File: src/sv/psgpt_pkg.sv
// ----------------------------------------------------------------------------
// psgpt_pkg
// Shared types and constants for the sound generator register write pitch
// tracker.
// ----------------------------------------------------------------------------
package psgpt_pkg;

    localparam int VOICE_COUNT = 4;
    localparam int NUMER_W     = 17;
    localparam int REG_W       = 10;
    localparam int ADDR_W      = 3;
    localparam int RF_DEPTH    = 1 << ADDR_W;
    localparam int VOICE_W     = ADDR_W - 1;
    localparam int NIB_W       = 4;
    localparam int HI_W        = REG_W - NIB_W;
    localparam int BYTE_W      = 8;
    localparam int DIV_STEPS   = NUMER_W;
    localparam int CNT_W       = $clog2(DIV_STEPS + 1);
    localparam int OUT_W       = VOICE_W + NUMER_W;
    localparam int OUT_BYTES_W = ((OUT_W + 7) / 8) * 8;

    localparam int LATCH_BIT   = 7;

    localparam logic [NUMER_W-1:0] NUMER_RESET = NUMER_W'(111563);
    localparam logic [REG_W-1:0]   TONE_RESET  = '0;
    localparam logic [REG_W-1:0]   ATTN_RESET  = REG_W'(15);
    localparam logic [VOICE_W-1:0] VOICE_FLIP  = '1;

    typedef struct packed {
        logic              we;
        logic [ADDR_W-1:0] addr;
        logic [REG_W-1:0]  data;
    } t_rf_wr;

    typedef struct packed {
        logic busy;
        logic done;
    } t_div_stat;

    typedef enum logic [3:0] {
        S_IDLE,
        S_RD_TONE,
        S_RD_ATTN,
        S_WRITE,
        S_CHECK,
        S_DIV_OLD,
        S_WAIT_OLD,
        S_DIV_NEW,
        S_WAIT_NEW,
        S_CMP,
        S_EMIT
    } t_state;

endpackage

File: src/sv/psgpt_regfile.sv
// ----------------------------------------------------------------------------
// psgpt_regfile
// Tone and attenuation register file, one write port, one read port.
// ----------------------------------------------------------------------------
module psgpt_regfile (
    input  logic                            i_clk,
    input  logic                            i_rst_n,
    input  psgpt_pkg::t_rf_wr               i_wr,
    input  logic [psgpt_pkg::ADDR_W-1:0]    i_raddr,
    output logic [psgpt_pkg::REG_W-1:0]     o_rdata
);
    import psgpt_pkg::*;

    logic [REG_W-1:0] r_regs [RF_DEPTH];

    always_ff @(posedge i_clk) begin
        if (!i_rst_n) begin
            for (int i = 0; i < RF_DEPTH; i++) begin
                r_regs[i] <= (i % 2 == 1) ? ATTN_RESET : TONE_RESET;
            end
        end else if (i_wr.we) begin
            r_regs[i_wr.addr] <= i_wr.data;
        end
    end

    assign o_rdata = r_regs[i_raddr];

endmodule

File: src/sv/psgpt_divider.sv
// ----------------------------------------------------------------------------
// psgpt_divider
// Restoring divider, one quotient bit per cycle.
// ----------------------------------------------------------------------------
module psgpt_divider (
    input  logic                            i_clk,
    input  logic                            i_rst_n,
    input  logic                            i_start,
    input  logic [psgpt_pkg::NUMER_W-1:0]   i_dividend,
    input  logic [psgpt_pkg::REG_W-1:0]     i_divisor,
    output psgpt_pkg::t_div_stat            o_stat,
    output logic [psgpt_pkg::NUMER_W-1:0]   o_quotient
);
    import psgpt_pkg::*;

    logic               r_busy;
    logic               r_done;
    logic [CNT_W-1:0]   r_cnt;
    logic [NUMER_W-1:0] r_quo;
    logic [REG_W-1:0]   r_rem;
    logic [REG_W-1:0]   r_div;
    logic [REG_W:0]     rem_shift;
    logic               fits;

    assign rem_shift = {r_rem, r_quo[NUMER_W-1]};
    assign fits      = rem_shift >= {1'b0, r_div};

    always_ff @(posedge i_clk) begin
        if (!i_rst_n) begin
            r_busy <= 1'b0;
            r_done <= 1'b0;
            r_cnt  <= '0;
        end else begin
            r_done <= 1'b0;
            if (i_start) begin
                r_busy <= 1'b1;
                r_cnt  <= CNT_W'(DIV_STEPS);
            end else if (r_busy) begin
                r_cnt <= r_cnt - 1'b1;
                if (r_cnt == CNT_W'(1)) begin
                    r_busy <= 1'b0;
                    r_done <= 1'b1;
                end
            end
        end
    end

    always_ff @(posedge i_clk) begin
        if (i_start) begin
            r_quo <= i_dividend;
            r_rem <= '0;
            r_div <= i_divisor;
        end else if (r_busy) begin
            if (fits) begin
                r_rem <= REG_W'(rem_shift - {1'b0, r_div});
            end else begin
                r_rem <= rem_shift[REG_W-1:0];
            end
            r_quo <= {r_quo[NUMER_W-2:0], fits};
        end
    end

    assign o_stat.busy = r_busy;
    assign o_stat.done = r_done;
    assign o_quotient  = r_quo;

endmodule

File: src/sv/psg_register_write_pitch_tracker_top.sv
// ----------------------------------------------------------------------------
// psg_register_write_pitch_tracker_top
// Tracks tone/attenuation register writes and reports pitch changes.
// ----------------------------------------------------------------------------
// Flow: one item at a time, taken only in idle. An item whose pitch cannot change
//   skips the divider; otherwise the old and new frequencies are each divided when
//   live, each division 17 steps on the single shared restoring divider.
// Reset: synchronous active low; registers return to even 0 / odd 15,
//   latch to 0, numerator to 111563, output empty.
module psg_register_write_pitch_tracker_top (
    input  logic                               i_clk,
    input  logic                               i_rst_n,
    input  logic                               i_s_axis_tvalid,
    output logic                               o_s_axis_tready,
    input  logic [psgpt_pkg::BYTE_W-1:0]       i_s_axis_tdata,  // [7:0] data_byte
    output logic                               o_m_axis_tvalid,
    input  logic                               i_m_axis_tready,
    output logic [psgpt_pkg::OUT_BYTES_W-1:0]  o_m_axis_tdata,  // [1:0] voice_channel,
                                                                // [18:2] new_frequency
    input  logic                               i_cfg_we,
    input  logic [psgpt_pkg::NUMER_W-1:0]      i_cfg_wdata
);
    import psgpt_pkg::*;

    t_state             r_state, n_state;
    logic [NUMER_W-1:0] r_numer;
    logic [ADDR_W-1:0]  r_lat;
    logic [BYTE_W-1:0]  r_byte;
    logic [REG_W-1:0]   r_tone_old, r_attn_old, r_tone_new, r_attn_new;
    logic [NUMER_W-1:0] r_freq_old, r_freq_new;
    logic               r_o_valid;
    logic [OUT_W-1:0]   r_o_data;

    t_rf_wr             rf_wr;
    logic [ADDR_W-1:0]  rf_raddr;
    logic [REG_W-1:0]   rf_rdata;
    logic               div_start;
    logic [REG_W-1:0]   div_divisor;
    t_div_stat          div_stat;
    logic [NUMER_W-1:0] div_quo;

    logic [REG_W-1:0]   old_val, new_val;
    logic               voice_ok, live_old, live_new, out_free;

    assign voice_ok = {1'b0, r_lat[ADDR_W-1:1]} < ADDR_W'(VOICE_COUNT);
    assign old_val  = r_lat[0] ? r_attn_old : r_tone_old;
    assign new_val  = r_byte[LATCH_BIT] ? {old_val[REG_W-1:NIB_W], r_byte[NIB_W-1:0]}
                                        : {r_byte[HI_W-1:0], old_val[NIB_W-1:0]};
    assign live_old = voice_ok && (r_attn_old == '0) && (r_tone_old != '0);
    assign live_new = voice_ok && (r_attn_new == '0) && (r_tone_new != '0);
    assign out_free = !r_o_valid || i_m_axis_tready;

    psgpt_regfile u_regfile (
        .i_clk   (i_clk),
        .i_rst_n (i_rst_n),
        .i_wr    (rf_wr),
        .i_raddr (rf_raddr),
        .o_rdata (rf_rdata)
    );

    psgpt_divider u_divider (
        .i_clk      (i_clk),
        .i_rst_n    (i_rst_n),
        .i_start    (div_start),
        .i_dividend (r_numer),
        .i_divisor  (div_divisor),
        .o_stat     (div_stat),
        .o_quotient (div_quo)
    );

    // next state
    always_comb begin
        n_state = r_state;
        unique case (r_state)
            S_IDLE:     if (i_s_axis_tvalid) n_state = S_RD_TONE;
            S_RD_TONE:  n_state = S_RD_ATTN;
            S_RD_ATTN:  n_state = S_WRITE;
            S_WRITE:    n_state = S_CHECK;
            S_CHECK: begin
                if (live_old == live_new && (!live_old || r_tone_old == r_tone_new)) begin
                    n_state = S_IDLE;
                end else begin
                    n_state = S_DIV_OLD;
                end
            end
            S_DIV_OLD:  n_state = live_old ? S_WAIT_OLD : S_DIV_NEW;
            S_WAIT_OLD: if (div_stat.done) n_state = S_DIV_NEW;
            S_DIV_NEW:  n_state = live_new ? S_WAIT_NEW : S_CMP;
            S_WAIT_NEW: if (div_stat.done) n_state = S_CMP;
            S_CMP:      n_state = (r_freq_old != r_freq_new) ? S_EMIT : S_IDLE;
            S_EMIT:     if (out_free) n_state = S_IDLE;
            default:    n_state = S_IDLE;
        endcase
    end

    // outputs of the sequencer
    always_comb begin
        rf_raddr    = {r_lat[ADDR_W-1:1], 1'b0};
        rf_wr.we    = 1'b0;
        rf_wr.addr  = r_lat;
        rf_wr.data  = new_val;
        div_start   = 1'b0;
        div_divisor = r_tone_old;
        unique case (r_state)
            S_RD_ATTN: rf_raddr  = {r_lat[ADDR_W-1:1], 1'b1};
            S_WRITE:   rf_wr.we  = voice_ok;
            S_DIV_OLD: div_start = live_old;
            S_DIV_NEW: begin
                div_start   = live_new;
                div_divisor = r_tone_new;
            end
            default: ;
        endcase
    end

    always_ff @(posedge i_clk) begin
        if (!i_rst_n) begin
            r_state   <= S_IDLE;
            r_numer   <= NUMER_RESET;
            r_lat     <= '0;
            r_o_valid <= 1'b0;
        end else begin
            r_state <= n_state;
            if (i_cfg_we) begin
                r_numer <= i_cfg_wdata;
            end
            if (r_state == S_IDLE && i_s_axis_tvalid && i_s_axis_tdata[LATCH_BIT]) begin
                r_lat <= i_s_axis_tdata[BYTE_W-2 -: ADDR_W];
            end
            if (r_state == S_EMIT && out_free) begin
                r_o_valid <= 1'b1;
            end else if (i_m_axis_tready) begin
                r_o_valid <= 1'b0;
            end
        end
    end

    always_ff @(posedge i_clk) begin
        case (r_state)
            S_IDLE:    if (i_s_axis_tvalid) r_byte <= i_s_axis_tdata;
            S_RD_TONE: r_tone_old <= rf_rdata;
            S_RD_ATTN: r_attn_old <= rf_rdata;
            S_WRITE: begin
                r_tone_new <= (voice_ok && !r_lat[0]) ? new_val : r_tone_old;
                r_attn_new <= (voice_ok &&  r_lat[0]) ? new_val : r_attn_old;
            end
            S_DIV_OLD:  if (!live_old) r_freq_old <= '0;
            S_WAIT_OLD: if (div_stat.done) r_freq_old <= div_quo;
            S_DIV_NEW:  if (!live_new) r_freq_new <= '0;
            S_WAIT_NEW: if (div_stat.done) r_freq_new <= div_quo;
            S_EMIT: begin
                if (out_free) r_o_data <= {r_freq_new, r_lat[ADDR_W-1:1] ^ VOICE_FLIP};
            end
            default: ;
        endcase
    end

    assign o_s_axis_tready = (r_state == S_IDLE);
    assign o_m_axis_tvalid = r_o_valid;
    assign o_m_axis_tdata  = OUT_BYTES_W'(r_o_data);

endmodule

File: config.mk
export PLATFORM = sky130hd
export DESIGN_NAME = psg_register_write_pitch_tracker_top
export DESIGN_NICKNAME = d
export VERILOG_FILES = /design/src/sv/psgpt_pkg.sv /design/src/sv/psgpt_regfile.sv /design/src/sv/psgpt_divider.sv /design/src/sv/psg_register_write_pitch_tracker_top.sv
export SDC_FILE = /design/constraint.sdc
export NUM_CORES = 1
export LEC_CHECK = 0
export BUFFER_PORTS_ARGS = -buffer_cell sky130_fd_sc_hd__buf_2
export CORE_MARGIN = 5
export CORE_UTILIZATION = 30
export DETAILED_ROUTE_END_ITERATION = 10
export PLACE_DENSITY = 0.55
export SETUP_SLACK_MARGIN = 0.4
export SYNTH_ARGS = -nofsm -noshare
export SYNTH_HDL_FRONTEND = slang
export SYNTH_SLANG_ARGS = --single-unit
File: constraint.sdc
create_clock -name i_clk -period 5.2 [get_ports i_clk]
set_input_delay 1.04 -clock i_clk [delete_from_list [all_inputs] [get_ports i_clk]]
set_output_delay 1.04 -clock i_clk [all_outputs]
set_load 0.1 [all_outputs]
# After elaboration in Yosys (flattened, before gate mapping)
# Memory sizes are Yosys's and may differ from the RTL's.
# Index checks and enable logic that the tools add are counted.
dict set report word_totals {
  wordCells 113
  regBits 170
  ramBits 80
  inputBits 30
  memories 1
  out_inout_bits 26
  mem_bits_ro 0
  latchBits 0
}
dict set report op_classes {
  n_bitwise 3
  n_lt_le_gt_ge 1
  shifts 0
  n_addsub 2
  muxes 40
  multipliers 0
  div 0
  n_reduce_logical 27
  n_eq_ne 20
}
# memory words width read_ports rd_clocked_by_memory_dff write_ports line
set memory_table {}
lappend memory_table {u_regfile.r_regs 8 10 1 0 8 psgpt_regfile.sv:14} ;# logic [REG_W-1:0] r_regs [RF_DEPTH];
# cell n
set ops {}
lappend ops {{17-bit 2-to-1 mux} 5}
lappend ops {{10-bit 2-to-1 mux} 7}
lappend ops {{17-bit case mux with 2 select lines} 2}
lappend ops {{4-bit case mux with 11 select lines} 1}
lappend ops {{10-bit zero test} 2}
lappend ops {{4-bit 2-to-1 mux} 5}
lappend ops {{10-bit nonzero test} 2}
lappend ops {{17-bit inequality test} 1}
lappend ops {{4-bit by 3-bit equality test with 1-bit output, second input constant} 4}
lappend ops {{1-bit 2-to-1 mux} 15}
lappend ops {{4-bit equality test, second input constant} 3}
lappend ops {{11-bit by 10-bit greater-or-equal comparator with 1-bit output} 1}
lappend ops {{10-bit equality test} 1}
lappend ops {{5-bit 2-to-1 mux} 2}
lappend ops {{10-bit OR reduction} 1}
lappend ops {{10-bit subtractor} 1}
lappend ops {{4-bit by 2-bit equality test with 1-bit output, second input constant} 2}
lappend ops {{2-bit inequality test, second input constant} 4}
lappend ops {{2-bit nonzero test} 4}
lappend ops {{1-bit logical AND} 6}
lappend ops {{3-bit 2-to-1 mux} 2}
lappend ops {{3-bit AND reduction} 2}
lappend ops {{5-bit by 1-bit equality test with 1-bit output, second input constant} 1}
lappend ops {{5-bit by 1-bit subtractor with 5-bit output, second input constant} 1}
lappend ops {{13 further kinds} 18}

# Depth between registers and ports, before layout
# Gate-level depths: netlist of run 1.
dict set report logic_depth {
  depth_word 7
  depth_mapped 9
  depth_no_buf 9
}

# By module
# Synthesis of run 1 repeated with hierarchy kept, for this count alone.
dict set report hier_totals {
  hier_cells 848
  area_unflattened_um2 11447.2
}
# mod seq_area_each_um2 cells_each n_inst area_per_inst_um2
set modules_own_cells {}
lappend modules_own_cells {psg_register_write_pitch_tracker_top 3503.4 396 1 5395.2}
lappend modules_own_cells {psgpt_regfile 2402.3 238 1 3678.5}
lappend modules_own_cells {psgpt_divider 1151.1 214 1 2373.5}

# Least setup slack after synthesis of run 1
# No wires, ideal clock.
dict set report synth_timing {
  kind {reg2out}
  start {reg r_state[3]}
  end {out o_s_axis_tready}
  stages_incl_launch_ff 3
  setup_slack_ps 655
  arrival_time_ps 3505
  cell_sequence {dfxtp_1 clkbuf_1 nor4_1}
}
dict set report synth_via {
  elab_chain_cells 1
}
# element line
set synth_lines {}
lappend synth_lines {{start: declaration} psg_register_write_pitch_tracker_top.sv:25} ;# t_state r_state, n_state;
lappend synth_lines {{start signal: assignment} psg_register_write_pitch_tracker_top.sv:123} ;# r_state <= n_state;
lappend synth_lines {{4-bit zero test} psg_register_write_pitch_tracker_top.sv:158} ;# assign o_s_axis_tready = (r_state == S_IDLE);
lappend synth_lines {{end: declaration} psg_register_write_pitch_tracker_top.sv:14} ;# output logic o_s_axis_tready,
# Every way passes these cells.

==> results.json, run 1 <==
{
  "status": "complete, no violations",
  "rows": 70,
  "slew-limit-headroom": 0.226,
  "critPathTopFamily": "simple AND/OR/NAND/NOR gates",
  "critPathBufInv": 1,
  "hold_viol_final": 0,
  "die_h_um": 203,
  "clk_pin_slew_ns": 0.07,
  "initial_core_util": 0.304,
  "ys_seq_elements": 249,
  "grt_max_degree": 37,
  "hold_path_depth": 0,
  "combPwrFrac": 0.171,
  "vias": 6876,
  "synth_cell_types": 53,
  "place_area_um2": 11900,
  "synth.area.top_cells": "edfxtp_1, dfxtp_1, nand2_1",
  "async_flop_share": 0,
  "num_antenna_cells": 0,
  "avgSynthCellArea_um2": 12.0,
  "grt_pass1_wl_um": 38400,
  "switching_share": 0.287,
  "worst-path-stages": 7,
  "holdWs_ns": 0.469,
  "drive_gt1_frac": 0.144,
  "seq_power_share": 0.484,
  "place_inst": 1416,
  "synth_top_area_frac": 0.558,
  "p_sw_mw": 1.49,
  "syn-cell-area_um2": 11100,
  "overflow": 0,
  "place.port_buffers": 50,
  "cellPowerDensity_nw_per_um2": 407,
  "cts_setup_buffers": 0,
  "htreeDepth": 1,
  "dp_hpwl_um": 16900,
  "endpoint_kind": "register",
  "gp_congestion": 0.808,
  "worstMarginPinSlew_ns": 1.15,
  "p_int_mw": 3.70,
  "areaGrowthSynthToFinish_pct": 14.4,
  "cpPeakStageDelay_ns": 0.70,
  "wirelength_um": 24500,
  "fin_crit_sh": 0.597,
  "core_um2": 36600,
  "clock_sinks": 249,
  "worstPathRequired_ns": 5.37,
  "p_clk_frac": 0.345,
  "mostFrequentLayoutCells": "edfxtp_1, nand2_1, nor2_1, buf_2",
  "clk_latency_ns": 0.53,
  "ant_nets": 0,
  "leakage_nw": 4.65,
  "rsz0062_at_grt": "no",
  "viasPerCell": 4.70,
  "rr_worst_depth": 7,
  "clk_path_buf_depth": 3,
  "synth-edff-count": 207,
  "hold_path.class": "register to register",
  "period_minus_slack_ns": 3.11,
  "timing.fmax_mhz": 322,
  "firstDrtPassIters": 5,
  "cp_cell_sequence": "nand2b_1 > nor2_2 > buf_4 > nand3_1 > nor2_1 > nand2_1 > nand2_1",
  "worst_slack_ns": 2.09,
  "cts_hold_buf": 0,
  "ys_warn_count": 0,
  "final_common_cell": "edfxtp_1",
  "nets": 1018,
  "drt_iter0_markers": 559,
  "cts_resized": 0,
  "drc": 0,
  "dieWidth_um": 203,
  "final_util": 0.348,
  "synth_seq_area_share": 0.634,
  "report.final.slew_viol_count": 0,
  "cpMaxStageDelayCell": "dfxtp_1",
  "worstSetupPathType": "register to register",
  "finalNonFillerCells": 1462,
  "final_area_um2": 12700,
  "grt_pass1_vias": 6723,
  "root_buffer": "clkbuf_16",
  "synth-main-ff-cell": "edfxtp_1",
  "setup_violations": 0,
  "irDropWorstVdd_v": 0.000252,
  "fp.dieArea_um2": 41100,
  "totalPowerFinal_mw": 5.19,
  "critPathMostFrequentCell": "nand2_1",
  "worst_setup_path_start_kind": "register",
  "worstPathMaxFanout": 22,
  "detailedPlace.worstSlack_ns": 2.03,
  "skew_ns": 0.0197,
  "cp.arrival_ns": 3.28,
  "yosys.area.top_type": "edfxtp_1",
  "antenna_found_initial": 0,
  "cts_buffers": 25,
  "io_pins": 56,
  "cap_violations": 0,
  "wl_per_cell_um": 16.8,
  "grtUsageTotal": 0.116,
  "fin_setup_tns_ns": 0,
  "tritoncts": "built",
  "syn_inst": 924
}
==> path summary, 6_finish.rpt <==
| path | startpoint | end | slack, ns |
|---|---|---|---|
| setup / recovery | r_state[1]$_SDFFE_PN0P_ | u_regfile.r_regs[7][8]$_SDFFCE_PN0P_ | 2.09 |
| hold / removal | r_freq_new[15]$_SDFFCE_PN0P_ | r_o_data[17]$_DFFE_PP_ | 0.47 |
| setup reg to reg | r_state[1]$_SDFFE_PN0P_ | u_regfile.r_regs[7][8]$_SDFFCE_PN0P_ | 2.09 |
| hold reg to reg | r_freq_new[15]$_SDFFCE_PN0P_ | r_o_data[17]$_DFFE_PP_ | 0.47 |
==> power groups by stage <==
stage	sequential (mW)	combinational [mW]	clock [mW]
2_1_floorplan	2.46	0.669	0
3_5_place_dp	2.55	0.902	0
5_1_grt	2.53	0.975	1.91
6_report	2.51	0.889	1.79
4_1_cts	2.51	0.905	1.83
3_3_place_gp	2.55	0.897	0
==> final cells by class <==
type / count / area, um^2
inverters: 26 / 97.6
clock inverters: 18 / 128
well taps: 468 / 586
clock buffers: 28 / 701
fillers: 3662 / 23900
repair buffers: 69 / 393
flip-flops and latches: 249 / 7060
multi-input cells: 604 / 3770
==> per-layer routing <==
| metal | track usage | share of wire |
|---|---|---|
| met1 | 0.163 | 0.46 |
| met2 | 0.192 | 0.48 |
| met3 | 0.0180 | 0.048 |
| met4 | 0.0264 | 0.018 |
| met5 | 0 | 0 |
==> logic make-up after synthesis <==
kind of cell	synth area share
simple gates	0.166
flops	0.634
compound gates	0.0492
buf+inv	0.0297
mux	0.0773
xor+xnor	0.0283
fa+ha+maj	0.0153
other cells	0.000337
==> worst register-to-register path: cells and delay by family (launching register included) <==
kind                   cells  cell delay [ns]
buffers and inverters      1             0.29
DFF                        1             0.70
and+or+nand+nor            6             1.76
==> registers in the layout (all words and copies together), names as in the netlist, 10 cells and up <==
| signal | cells |
|---|---|
| u_divider.r_div | 10 |
| u_divider.r_rem | 10 |
| r_tone_new | 10 |
| r_attn_old | 10 |
| u_divider.o_quotient | 17 |
| r_freq_old | 17 |
| r_tone_old | 10 |
| r_attn_new | 10 |
| r_o_data | 19 |
| r_numer | 17 |
| r_freq_new | 17 |
| u_regfile.r_regs | 80 |
==> synth_stat cells (9+ instances only) <==
master and count:
buf_2 9, edfxtp_1 207, nand2b_1 11, nor2b_1 17
nor2_1 101, mux4_2 20, xnor2_1 27, mux2i_1 41
buf_4 10, inv_1 26, nor4_1 11, o21ai_1 9
and2_1 34, o21ai_0 19, ha_1 12, a21oi_1 14
nand2_1 172, xor2_1 9, clkbuf_1 27, dfxtp_1 42
nand3_1 27
Power figures use the tool's default switching activity.
==> inputs of run 2 (changes only) <==
Clock period 5.2 ns to 3.2 ns, I/O delays scaled along.
==> run 2 against run 1 <==
- clock-buffer cell count up 5
- cell count grew 0.82%
- routed wire length shrank 0.49%
- clock skew shrank 0.0085 ns
- clock power up 58%
- non-clock buffer count up 10
- global-route usage is essentially flat
- via count up 0.15%
- sequential cell count unchanged
- total power grew 62%
- largest cell class unchanged
==> results.json, run 2 (synthesized netlist as in run 1, its figures left out) <==
{
  "status": "complete, no violations",
  "cp_cell_sequence": "nor4_1 > nand4_1 > a31oi_2 > a22oi_2 > nand2b_1 > buf_4",
  "detailedPlace.worstSlack_ns": 0.721,
  "grt_max_degree": 43,
  "cts_buffers": 26,
  "skew_ns": 0.0112,
  "drc": 0,
  "r2r-start": "r_attn_old[2]$_DFFE_PP_",
  "largest_reg_flops": 80,
  "core_um2": 36600,
  "reg_top3": "u_regfile.r_regs x80, r_o_data x19",
  "worstPathRequired_ns": 3.41,
  "cpMaxStageDelayCell": "nor4_1",
  "final_area_um2": 12800,
  "grtUsageTotal": 0.116,
  "place_inst": 1426,
  "dieWidth_um": 203,
  "tritoncts": "built",
  "mostFrequentLayoutCells": "edfxtp_1, nand2_1, nor2_1, buf_2",
  "die_h_um": 203,
  "antenna_found_initial": 0,
  "nets": 1029,
  "cts_resized": 0,
  "viasPerCell": 4.67,
  "worst_setup_path_start_kind": "register",
  "root_buffer": "clkbuf_16",
  "final_util": 0.350,
  "p_int_mw": 5.98,
  "seq_power_share": 0.484,
  "cap_violations": 0,
  "cellPowerDensity_nw_per_um2": 654,
  "htreeDepth": 1,
  "dp_hpwl_um": 17500,
  "fin_crit_sh": 0.767,
  "cts_setup_buffers": 0,
  "whs_endpoint": "r_byte[0]$_DFFE_PP_",
  "endpoint_kind": "register",
  "p_sw_mw": 2.40,
  "holdWs_ns": 0.292,
  "fin_setup_tns_ns": 0,
  "drt_iter0_markers": 480,
  "fp.dieArea_um2": 41100,
  "gp_congestion": 0.830,
  "slew-limit-headroom": 0.291,
  "hold_path_depth": 1,
  "irDropWorstVdd_v": 0.000488,
  "vias": 6886,
  "hold_viol_final": 0,
  "report.final.slew_viol_count": 0,
  "p_clk_frac": 0.336,
  "timing.fmax_mhz": 408,
  "totalPowerFinal_mw": 8.38,
  "rr_worst_depth": 6,
  "clk_path_buf_depth": 3,
  "hp-start": "i_s_axis_tdata[0]",
  "critPathTopFamily": "simple AND/OR/NAND/NOR gates",
  "grt_pass1_wl_um": 38500,
  "place_area_um2": 12000,
  "worstSetupPathType": "register to register",
  "overflow": 0,
  "wirelength_um": 24400,
  "grt_pass1_vias": 6828,
  "rsz0062_at_grt": "no",
  "finalNonFillerCells": 1474,
  "firstDrtPassIters": 5,
  "cpPeakStageDelay_ns": 0.49,
  "critPathBufInv": 1,
  "switching_share": 0.287,
  "wl_per_cell_um": 16.5,
  "clk_latency_ns": 0.52,
  "period_minus_slack_ns": 2.45,
  "clock_sinks": 249,
  "leakage_nw": 4.70,
  "cts_hold_buf": 0,
  "r2r_end": "u_divider.o_quotient[12]$_DFFE_PP_",
  "worst_slack_ns": 0.747,
  "cp.arrival_ns": 2.66,
  "hold_path.class": "primary input to register",
  "worstPathMaxFanout": 17,
  "rows": 70,
  "io_pins": 56,
  "worstMarginPinSlew_ns": 1.06,
  "num_antenna_cells": 0,
  "setup_violations": 0,
  "final_common_cell": "edfxtp_1",
  "r2r_slack_ns": 0.75,
  "areaGrowthSynthToFinish_pct": 15.1,
  "place.port_buffers": 50,
  "regMostFlops": "u_regfile.r_regs",
  "drive_gt1_frac": 0.153,
  "startpoint": "r_attn_old[2]$_DFFE_PP_",
  "ant_nets": 0,
  "clk_pin_slew_ns": 0.06,
  "combPwrFrac": 0.180,
  "initial_core_util": 0.304
}
-- run 2: cell types whose count changed in the layout (fill, tap and decap cells not counted), sizes merged --
cell and delta:
buf +10, inv -1, bufinv -1, clkinvlp -1, clkbuf +5
-- run 2: worst max-delay path by stage --
stage	end	slack, ns	cells past startpoint
floorplan	r_freq_new[0]$_SDFFCE_PN0P_	0.56	3
global placement	u_divider.o_quotient[10]$_DFFE_PP_	0.74	6
detailed placement	u_divider.o_quotient[8]$_DFFE_PP_	0.72	6
CTS	u_divider.o_quotient[14]$_DFFE_PP_	0.68	6
global route	u_divider.o_quotient[14]$_DFFE_PP_	0.60	6
finish	u_divider.o_quotient[12]$_DFFE_PP_	0.75	6
-- run 2: power groups by stage --
stage	Clock (mW)	Combinational [mW]	Sequential, mW
after floorplan	0	1.10	4.00
after global placement	0	1.50	4.12
after detailed placement	0	1.52	4.12
after CTS	2.90	1.52	4.06
after global routing	3.04	1.65	4.08
final	2.82	1.51	4.06
-- run 2: cell type report --
| class | instances | area (um^2) |
|---|---|---|
| clock buffers | 33 | 718 |
| clock inverters | 15 | 87.6 |
| fillers | 3642 | 23800 |
| inverters | 26 | 97.6 |
| multi-input cells | 604 | 3780 |
| flip-flops and latches | 249 | 7060 |
| well taps | 468 | 586 |
| repair buffers | 79 | 480 |
-- run 2: worst register-to-register path, cell delays in order, from the launching register on --
cell      delay, ns
edfxtp_1       0.43
nor4_1         0.49
nand4_1        0.23
a31oi_2        0.37
a22oi_2        0.24
nand2b_1       0.13
buf_4          0.26
-- run 2: metal layers --
layer	routed length (um)	share of wire	track usage
met5	0	0	0
met4	428	0.018	0.0228
met3	795	0.033	0.0171
met2	12100	0.50	0.204
met1	11000	0.45	0.154
==> inputs of run 3 (changes only) <==
Settings changed: PLACE_DENSITY 0.55 to 0.56.
Clock period 3.2 ns to 2.2 ns, I/O delays scaled along.
==> run 3 against run 2 <==
- clock power grew 58%
- cell count is 7.7% higher
- worst hold slack worse by 0.19 ns
- first-iteration DRC count fell by 12%
- fmax increased by 12%
- clock-buffer cell count down 1
- core utilization up 6.6 points
- sequential power increased by 43%
- register-to-register slack worse by 0.73 ns
- largest cell class unchanged
- largest power group unchanged
- highest routed layer unchanged
==> results.json, run 3 (synthesized netlist as in run 1, its figures left out) <==
{
  "num_antenna_cells": 0,
  "firstDrtPassIters": 5,
  "grt_pass1_wl_um": 42000,
  "fin_setup_tns_ns": 0,
  "io_pins": 56,
  "wl_per_cell_um": 17.2,
  "detailedPlace.worstSlack_ns": 0.0332,
  "drt_iter0_markers": 423,
  "rows": 70,
  "grt_pass1_vias": 7556,
  "timing.fmax_mhz": 458,
  "cts_hold_buf": 0,
  "worstMarginPinSlew_ns": 0.781,
  "endpoint_kind": "register",
  "root_buffer": "clkbuf_16",
  "htreeDepth": 1,
  "clk_path_buf_depth": 3,
  "worstPathMaxFanout": 3,
  "wirelength_um": 27400,
  "report.final.slew_viol_count": 0,
  "critPathBufInv": 1,
  "period_minus_slack_ns": 2.18,
  "clk_latency_ns": 0.54,
  "clk_pin_slew_ns": 0.06,
  "gp_congestion": 0.790,
  "rsz0062_at_grt": "yes",
  "initial_core_util": 0.304,
  "grt_max_degree": 31,
  "cellPowerDensity_nw_per_um2": 901,
  "drc": 0,
  "vias": 7501,
  "leakage_nw": 5.63,
  "grtUsageTotal": 0.128,
  "finalNonFillerCells": 1587,
  "cpPeakStageDelay_ns": 0.38,
  "hold_path.class": "primary input to register",
  "dp_hpwl_um": 17800,
  "clock_sinks": 249,
  "mostFrequentLayoutCells": "edfxtp_1, nand2_1, buf_4, nor2_1, buf_2",
  "cap_violations": 0,
  "viasPerCell": 4.73,
  "place_inst": 1458,
  "regMostFlops": "u_regfile.r_regs",
  "ant_nets": 0,
  "cp_cell_sequence": "inv_1 > ha_4 > fa_2 > nand2b_4 > a211oi_2 > o21a_1 > nor3_1 > or3b_1 > a311oi_2",
  "nets": 1143,
  "skew_ns": 0.0145,
  "reg_top3": "u_regfile.r_regs x80, r_o_data x19",
  "drive_gt1_frac": 0.370,
  "place.port_buffers": 50,
  "totalPowerFinal_mw": 13.7,
  "areaGrowthSynthToFinish_pct": 36.9,
  "fin_crit_sh": 0.993,
  "dieWidth_um": 203,
  "slew-limit-headroom": 0.479,
  "worstPathRequired_ns": 2.64,
  "final_common_cell": "edfxtp_1",
  "final_util": 0.416,
  "cp.arrival_ns": 2.63,
  "die_h_um": 203,
  "cpMaxStageDelayCell": "or3b_1",
  "worst_setup_path_start_kind": "register",
  "status": "complete, no violations",
  "critPathTopFamily": "simple AND/OR/NAND/NOR gates",
  "irDropWorstVdd_v": 0.000702,
  "hold_viol_final": 0,
  "cts_buffers": 26,
  "largest_reg_flops": 80,
  "core_um2": 36600,
  "worst_slack_ns": 0.0159,
  "overflow": 0,
  "worstSetupPathType": "register to register",
  "tritoncts": "built",
  "fp.dieArea_um2": 41100,
  "setup_violations": 0,
  "antenna_found_initial": 0
}
[run 3: changes by cell type in the layout (fill, tap and decap cells not counted), moves of 8 or more]
cell / previous run / this run
nor2_1: 100 / 68
buf_6: 0 / 28
nand2_4: 0 / 15
ha_1: 12 / 3
nand2_1: 172 / 118
ha_4: 0 / 9
buf_4: 28 / 83
nor2_4: 0 / 31
buf_12: 1 / 16
nand2_2: 1 / 35
nor4_1: 10 / 2
nand2_8: 0 / 9
[run 3: metal layers]
layer  GRT usage  share of wire
met5           0              0
met4      0.0250          0.021
met3      0.0195          0.037
met2       0.228           0.53
met1       0.166           0.42
[run 3: repair_timing]
action / CTS / global route
resized for setup: 85 / 137
setup endpoints to repair: 230 / 254
pin swaps: 30 / 58
setup buffers: 28 / 37
cloned: 13 / 4
[run 3: final cells by class]
type | count | area (um^2)
fill | 3370 | 21400
sequential | 249 | 7070
multi-input combinational | 608 | 4810
timing repair buffer | 189 | 1810
clock buffer | 32 | 714
tap | 468 | 586
clock inverter | 15 | 146
inverter | 26 | 97.6
[run 3: worst paths after layout]
path | start | to | slack [ns] | cells past startpoint
max | u_divider.o_quotient[16]$_DFFE_PP_ | u_divider.r_rem[8]$_SDFFE_PP0P_ | 0.02 | 9
min reg2reg | r_freq_new[3]$_SDFFCE_PN0P_ | r_o_data[5]$_DFFE_PP_ | 0.47 | 0
max reg2reg | u_divider.o_quotient[16]$_DFFE_PP_ | u_divider.r_rem[8]$_SDFFE_PP0P_ | 0.02 | 9
min | i_s_axis_tdata[1] | r_byte[1]$_DFFE_PP_ | 0.1 | 1
[run 3: stage by stage]
stage	hold WS, ns	cell area [um^2]
6_report	0.0998	15200
5_1_grt	0.0927	15200
4_1_cts	0.0893	14300
3_5_place_dp	0.462	12700
3_3_place_gp	0.456	12700
2_1_floorplan	0.441	11600
[run 3: power breakdown]
group | switching, mW | internal (mW) | total [mW]
Clock | 1.80 | 2.64 | 4.45
Combinational | 1.88 | 1.60 | 3.48
Sequential | 0.241 | 5.57 | 5.81
[run 3: worst reg2reg max path, cell delays in order, from the launching register on]
cell	delay, ns
edfxtp_1	0.35
inv_1	0.09
ha_4	0.17
fa_2	0.33
nand2b_4	0.16
a211oi_2	0.18
o21a_1	0.16
nor3_1	0.04
or3b_1	0.38
a311oi_2	0.23
